<file path="src/rtl/gqlay_pkg.sv">
`default_nettype none
package gqlay_pkg;

  localparam int OP_W       = 2;
  localparam int CODE_W     = 8;
  localparam int TEXEL_W    = 12;
  localparam int GDIM_W     = 8;
  localparam int OFF_W      = 8;
  localparam int LH_W       = 8;
  localparam int ATLAS_W    = 13;
  localparam int POS_W      = 16;
  localparam int SUM_W      = 18;
  localparam int TEX_W      = 17;
  localparam int FRAC_W     = 16;
  localparam int QN_W       = 12;
  localparam int CFG_IDX_W  = 2;
  localparam int CFG_DATA_W = 13;
  localparam int DIV_N      = 4;

  localparam int GLYPH_SLOTS_DEF = 256;
  localparam int MAX_QUADS_DEF   = 4096;

  localparam logic [TEX_W-1:0] ONE_Q16 = TEX_W'(1) << FRAC_W;

  localparam logic [OP_W-1:0] OP_LOAD  = 2'd0;
  localparam logic [OP_W-1:0] OP_CHAR  = 2'd1;
  localparam logic [OP_W-1:0] OP_START = 2'd2;

  localparam logic [CODE_W-1:0] CODE_TAB     = 8'd9;
  localparam logic [CODE_W-1:0] CODE_NEWLINE = 8'd10;
  localparam logic [CODE_W-1:0] CODE_SPACE   = 8'd32;

  localparam logic [CFG_IDX_W-1:0] REG_LINE_PITCH   = 2'd0;
  localparam logic [CFG_IDX_W-1:0] REG_ATLAS_WIDTH  = 2'd1;
  localparam logic [CFG_IDX_W-1:0] REG_ATLAS_HEIGHT = 2'd2;
  localparam logic [CFG_IDX_W-1:0] REG_FLIP_V       = 2'd3;

  localparam int DIV_U0 = 0;
  localparam int DIV_U1 = 1;
  localparam int DIV_V0 = 2;
  localparam int DIV_V1 = 3;

  typedef struct packed {
    logic [TEXEL_W-1:0]      gx;
    logic [TEXEL_W-1:0]      gy;
    logic [GDIM_W-1:0]       gw;
    logic [GDIM_W-1:0]       gh;
    logic signed [OFF_W-1:0] xoff;
    logic signed [OFF_W-1:0] yoff;
    logic [GDIM_W-1:0]       adv;
  } glyph_t;

  localparam int GLYPH_W = $bits(glyph_t);

  typedef struct packed {
    logic               start;
    logic [ATLAS_W-1:0] num;
    logic [ATLAS_W-1:0] den;
  } div_req_t;

  typedef enum logic [1:0] {
    ST_IDLE,
    ST_LOOKUP,
    ST_DIVIDE
  } state_t;

endpackage
`default_nettype wire

</file>
<file path="src/rtl/gqlay_div.sv">
`default_nettype none
module gqlay_div (
  input  logic                                clk,
  input  logic                                rst,
  input  gqlay_pkg::div_req_t                 req,
  output logic                                busy,
  output logic [gqlay_pkg::TEX_W-1:0]         quot
);
  import gqlay_pkg::*;

  localparam int DIVD_W = ATLAS_W + FRAC_W + 1;
  localparam int CNT_W  = $clog2(TEX_W + 1);

  logic [DIVD_W-1:0]  dividend;
  logic [ATLAS_W-1:0] den;
  logic [ATLAS_W-1:0] rem;
  logic [TEX_W-1:0]   sh;
  logic [CNT_W-1:0]   cnt;
  logic [ATLAS_W:0]   trial;
  logic [ATLAS_W:0]   diff;
  logic               ge;
  logic               clamp;

  // num >= den (den zero included) clamps the quotient to 1.0
  assign clamp    = req.num >= req.den;
  assign dividend = {1'b0, req.num, FRAC_W'(0)} + DIVD_W'(req.den >> 1);
  assign trial    = {rem, sh[TEX_W-1]};
  assign diff     = trial - {1'b0, den};
  assign ge       = trial >= {1'b0, den};
  assign busy     = cnt != '0;
  assign quot     = sh;

  always_ff @(posedge clk) begin
    if (rst) begin
      cnt <= '0;
    end else if (req.start) begin
      cnt <= clamp ? '0 : CNT_W'(TEX_W);
    end else if (busy) begin
      cnt <= cnt - CNT_W'(1);
    end
  end

  always_ff @(posedge clk) begin
    if (req.start) begin
      den <= req.den;
      rem <= dividend[DIVD_W-1:TEX_W];
      sh  <= clamp ? ONE_Q16 : dividend[TEX_W-1:0];
    end else if (busy) begin
      rem <= ge ? diff[ATLAS_W-1:0] : trial[ATLAS_W-1:0];
      sh  <= {sh[TEX_W-2:0], ge};
    end
  end

endmodule
`default_nettype wire

</file>
<file path="config.mk">
export PLATFORM = sky130hd
export DESIGN_NAME = gqlay_div
export DESIGN_NICKNAME = d
export VERILOG_FILES = /design/src/rtl/gqlay_pkg.sv /design/src/rtl/gqlay_div.sv
export SDC_FILE = /design/constraint.sdc
export NUM_CORES = 1
export LEC_CHECK = 0
export ABC_AREA = 1
export ABC_CLOCK_PERIOD_IN_PS = 5750
export BUFFER_PORTS_ARGS = -buffer_cell sky130_fd_sc_hd__buf_2
export CAP_MARGIN = 15
export CORE_UTILIZATION = 40
export DETAILED_ROUTE_END_ITERATION = 6
export PLACE_DENSITY = 0.67
export SYNTH_ARGS = -nofsm -noshare
export SYNTH_HDL_FRONTEND = slang
export SYNTH_SLANG_ARGS = --single-unit
</file>
<file path="constraint.sdc">
create_clock -name clk -period 5.75 [get_ports clk]
set_input_delay 0.2875 -clock clk [delete_from_list [all_inputs] [get_ports clk]]
set_output_delay 0.2875 -clock clk [all_outputs]
set_load 0.05 [all_outputs]
</file>
=== After elaboration in Yosys (flattened, before gate mapping) ===
Index checks and enable logic that the tools add are counted.

* Bits in registers: 48
* Bits in latches: 0
* RAM bits: 0
* Memory bits (read-only): 0
* Input port bits: 29
* Word-level logic and storage cells: 20
* Memories kept: 0

* Add/subtract/negate cells: 3
* $mul: 0
* Divide/modulo/power cells: 0
* Magnitude comparators: 2
* Eq/ne operators: 0
* Shifts and indexed selects: 0
* Muxes and demuxes: 9
* Bitwise gates (word level): 0
* Reduce and logical (&&, ||, !) cells: 2

{| class="wikitable"
|+ Operator list
! kind !! number
|-
| $mux W17 || 3
|-
| $mux W13 || 3
|-
| $add A29 B12 Y30 || 1
|-
| $mux W5 || 3
|-
| $ge A14 B13 Y1 || 1
|-
| $ge A13 B13 Y1 || 1
|-
| $sub A13 B13 Y13 || 1
|-
| $reduce_bool A5 Y1 || 1
|-
| $sub A5 B1 Y5 const B || 1
|-
| $reduce_bool A2 Y1 || 1
|}

=== Logic depth before layout (Yosys ltp) ===
* Depth after elaboration: 4
* Mapped depth: 13

=== Worst setup path before layout ===
Ideal clock, no wire load.

* Kind: register -> register
* Start point: register sh[16] (netlist: quot[16])
* End point: register rem[3] (data pin)
* Arrival: 2044 ps
* Path slack: 3453 ps
* Cell stages (with the launch flop): 13
* Buffers on the path: 1
* Cells stage by stage: edfxtp_1 > inv_1 > ha_1 > fa_1 > inv_1 > nand2_1 > nand3_2 > nand2_2 > nand3_4 > buf_12 > nand2_2 > nand3_1 > nand2_1

* Cells in the longest elaborated chain, start to end: 4

{| class="wikitable"
|+ Ends and longest elaborated chain
! what !! line !! source
|-
| from (decl) || gqlay_div.sv:17 || <nowiki>logic [TEX_W-1:0] sh;</nowiki>
|-
| from (signal assigned) || gqlay_div.sv:47 || <nowiki>sh <= clamp ? ONE_Q16 : dividend[TEX_W-1:0];</nowiki>
|-
| from (signal assigned) || gqlay_div.sv:50 || <nowiki>sh <= {sh[TEX_W-2:0], ge};</nowiki>
|-
| $sub A13 B13 Y13 or $ge A14 B13 Y1 (tied branches) || gqlay_div.sv:28, gqlay_div.sv:29 ||
|-
| $mux W13 (*) || gqlay_div.sv:49 || <nowiki>rem <= ge ? diff[ATLAS_W-1:0] : trial[ATLAS_W-1:0];</nowiki>
|-
| $mux W13 (*) || gqlay_div.sv:48 || <nowiki>end else if (busy) begin</nowiki>
|-
| $mux W13 (*) || gqlay_div.sv:44 || <nowiki>if (req.start) begin</nowiki>
|-
| to (signal assigned) || gqlay_div.sv:46 || <nowiki>rem <= dividend[DIVD_W-1:TEX_W];</nowiki>
|-
| to (signal assigned) || gqlay_div.sv:49 ||
|-
| to (decl) || gqlay_div.sv:16 || <nowiki>logic [ATLAS_W-1:0] rem;</nowiki>
|}

Every way passes the cells marked *; elsewhere a longest branch is shown, timed or not. The select of a mux whose other input is x is not followed.
A chain may end at the register's enable or synchronous reset.

=== Final worst setup path ===
* Start point: input port req[26] (netlist name)
* End point: register rem[11], enable pin

* Cells in the longest elaborated chain, start to end: 1

{| class="wikitable"
|+ Ends and longest elaborated chain
! what !! line !! source
|-
| from (decl) || gqlay_div.sv:5 || <nowiki>input gqlay_pkg::div_req_t req,</nowiki>
|-
| $reduce_bool A2 Y1 (no line) || - ||
|}

No other way between the ends.

==> results.txt <==
Hold Path Depth -> 1
Slew Viols, Final -> 0
Worst slew pin tran -> 0.773 ns
Area after DPL -> 3670 um^2
Core area -> 8180 um^2
R2r worst-path depth -> 11
Setup_tns -> 0 ns
CP startpoint kind -> input port
Post-route DRC -> 2
DIE WIDTH -> 93.6 um
Clk sinks -> 48
Final ANT Viol Nets -> 0
CTS tree -> built
FF-to-FF End -> rem[11]$_DFFE_PP_
Top-count cell post-synth -> nand2_1
Seq/Total Area, Yosys -> 41.5%
Peak Freq -> 0.352 GHz
Internal power -> 0.907 mW
Die height -> 93.6 um
Sw frac -> 47.8%
Power per cell area -> 464 nW/um^2
R2R Setup Slk -> 3.29 ns
Relative slew slack -> 48.3%
Warnings, synthesis -> 0
Cell taking the most area after synthesis -> edfxtp_1
Starting Density -> 41.0%
Period utilisation layout -> 49.5%
HP Class -> input port to flip-flop
Number of global-route vias before repair -> 2739
Clock Skews -> 0.00439 ns
Cell variety after synth -> 33
Leakage -> 1.90 nW
Clock Latency Late Sink -> 0.30 ns
Worst-path fanout max -> 35
Worst Slack Setup Final -> 2.91 ns
Fin nets -> 521
Clock root buffer -> clkbuf_8
Total power -> 1.74 mW
Ys flop type -> edfxtp_1
Number of buffers created by CTS -> 5
Standard-cell row count -> 33
Vias per cell -> 5.10
Synth Cell Area -> 3360 um^2
CTS Hold Bufs -> 0
Worst Path Class, Setup -> input port to flip-flop
GR Overflow Total -> 0
GRT Total Usage -> 18.1%
Initial antenna violation count -> 0
Post-synth top cells -> 116 x nand2_1, 74 x inv_1, 43 x edfxtp_1
H-tree lvl count -> 2
Worst Hold End -> den[5]$_DFFE_PP_
Unrepaired setup endpoints after global routing -> false
First-pass GRT wire length -> 12.4 mm
Final Setup Violations -> 0
WL per Instance -> 13.0 um
Post-cts gate resize count -> 0
CTS clk-pin slew, worst paths -> 0.08 ns
Final RePlAce weighted congestion -> 0.896
Final Cell Area -> 3750 um^2
Largest net degree at the start of global routing -> 36
R2r startpoint -> rem[7]$_DFFE_PP_
Die area -> 8760 um^2
Synth Net Count -> 476
Deepest clock path buffer count -> 2
IO Port Bufs -> 46
Outcome -> finished, violations left
Drt first pass iters -> 6
IO Count -> 47
Hold Startpoint -> req[5]
HPWL after DPL -> 5.96 mm
Worst EP required -> 5.74 ns
Number of flops mapped to enable cells by yosys -> 43
Avg Synthesized Cell Area -> 8.03 um^2
FFs w/ async S/R, synth -> 0%
Top cells by area, synth -> edfxtp_1 38%, nand2_1 13%, ha_1 10%
Yosys top cell area share -> 38.5%
Ant. Diodes -> 0
Final min period -> 2.84 ns
Max-cap violations -> 0
Routed WL -> 7.41 mm
Critical Path AT -> 2.84 ns
Net Sw Power -> 0.832 mW
Post-CTS Setup Repair Bufs -> 0
Violated checks -> design-rule violations
Fraction of layout cells with a size suffix above 1 -> 16.8%
Final Hold Fails -> 0
Clock Power Share -> 10.7%
Area grow syn2layout -> 11.6%
Post-Place Worst Slack -> 2.55 ns
CP Capture Type -> flip-flop
Logic pwr share -> 56.8%
Post-Syn Instances -> 418
DR iter-0 viols -> 107
Sequential fraction of design power -> 32.4%
VDD IR-drop max -> 0.194 mV
Register bit total from synthesis -> 48
Vias -> 2896
[how the worst max path moves through the flow]
stage,from,end,slack [ns],cells after the start
5_1_grt,req[26],rem[1]$_DFFE_PP_,2.68,4
3_5_place_dp,req[26],quot[14]$_SDFFCE_PP0P_,2.55,4
4_1_cts,req[26],rem[0]$_DFFE_PP_,2.89,4
2_1_floorplan,quot[16]$_DFFE_PP_,rem[3]$_DFFE_PP_,3.45,12
6_report,req[26],rem[11]$_DFFE_PP_,2.91,4
3_3_place_gp,req[26],quot[14]$_SDFFCE_PP0P_,2.65,4
[registers in the layout, indices dropped and copies added, names as in the netlist]
signal	cells
cnt	5
den	13
quot	17
rem	13
[critical path, stage by stage]
cell      delay, ns
buf_2          0.51
clkinv_1       0.81
nand4_1        0.82
buf_4          0.38
[cell families (layout without fill, tap and decap cells)]
| group | count (synthesis) | count (layout) | synth area share [%] |
|---|---|---|---|
| buffers and inverters | 86 | 131 | 10.3 |
| flip-flops | 48 | 48 | 41.5 |
| XOR/XNOR | 4 | 4 | 1.04 |
| AND/OR/NAND/NOR | 212 | 212 | 29.7 |
| AO/OA/AOI/OAI | 39 | 39 | 6.45 |
| adder cells (fa/ha/maj) | 29 | 29 | 11.0 |
[cell type report]
type | instances | area (um^2)
Fill cell | 827 | 4430
Multi-Input combinational cell | 284 | 1620
Sequential cell | 48 | 1390
Inverter | 77 | 289
Timing Repair Buffer | 47 | 238
Tap cell | 105 | 131
Clock buffer | 6 | 72.6
Clock inverter | 1 | 5.00
[power groups by stage]
stage	Sequential, mW	Clock [mW]	Combinational, mW
4_1_cts	0.565	0.192	0.983
3_5_place_dp	0.573	0	0.978
6_report	0.564	0.187	0.989
2_1_floorplan	0.695	0	0.670
5_1_grt	0.576	0.202	1.10
3_3_place_gp	0.570	0	0.959
[placed cells by master (no fill, tap or decap), types with 2 or more instances in the layout]
| cell type | count |
|---|---|
| nand3_4 | 2 |
| ha_1 | 28 |
| inv_1 | 74 |
| clkbuf_8 | 5 |
| nand4_1 | 21 |
| nand3b_1 | 4 |
| o21ai_0 | 20 |
| nand3_1 | 26 |
| edfxtp_1 | 43 |
| nor2_2 | 2 |
| inv_2 | 2 |
| xnor2_1 | 3 |
| nand3_2 | 3 |
| a21oi_1 | 14 |
| dfxtp_1 | 5 |
| nand2_2 | 12 |
| nand2_1 | 116 |
| nor2_1 | 22 |
| buf_2 | 46 |
[metrics by stage]
step | utilization [%] | instances | hold slack [ns]
floorplan | - | 418 | 0.386
global placement | 44.9 | 561 | 0.467
detailed placement | 44.9 | 561 | 0.484
CTS | 45.8 | 568 | 0.173
global route | 45.8 | 568 | 0.168
finish | 45.8 | 568 | 0.179
[per-layer routing]
metal  up-vias  part of all wire (%)  GRT usage (%)
met5         -                     0              0
met4         0                   2.4           7.56
met3        12                   4.1           3.17
met2        84                    48           31.1
met1      1340                    46           22.2
li1       1460                     -              -
No activity file was read; power rests on OpenSTA's default activity.
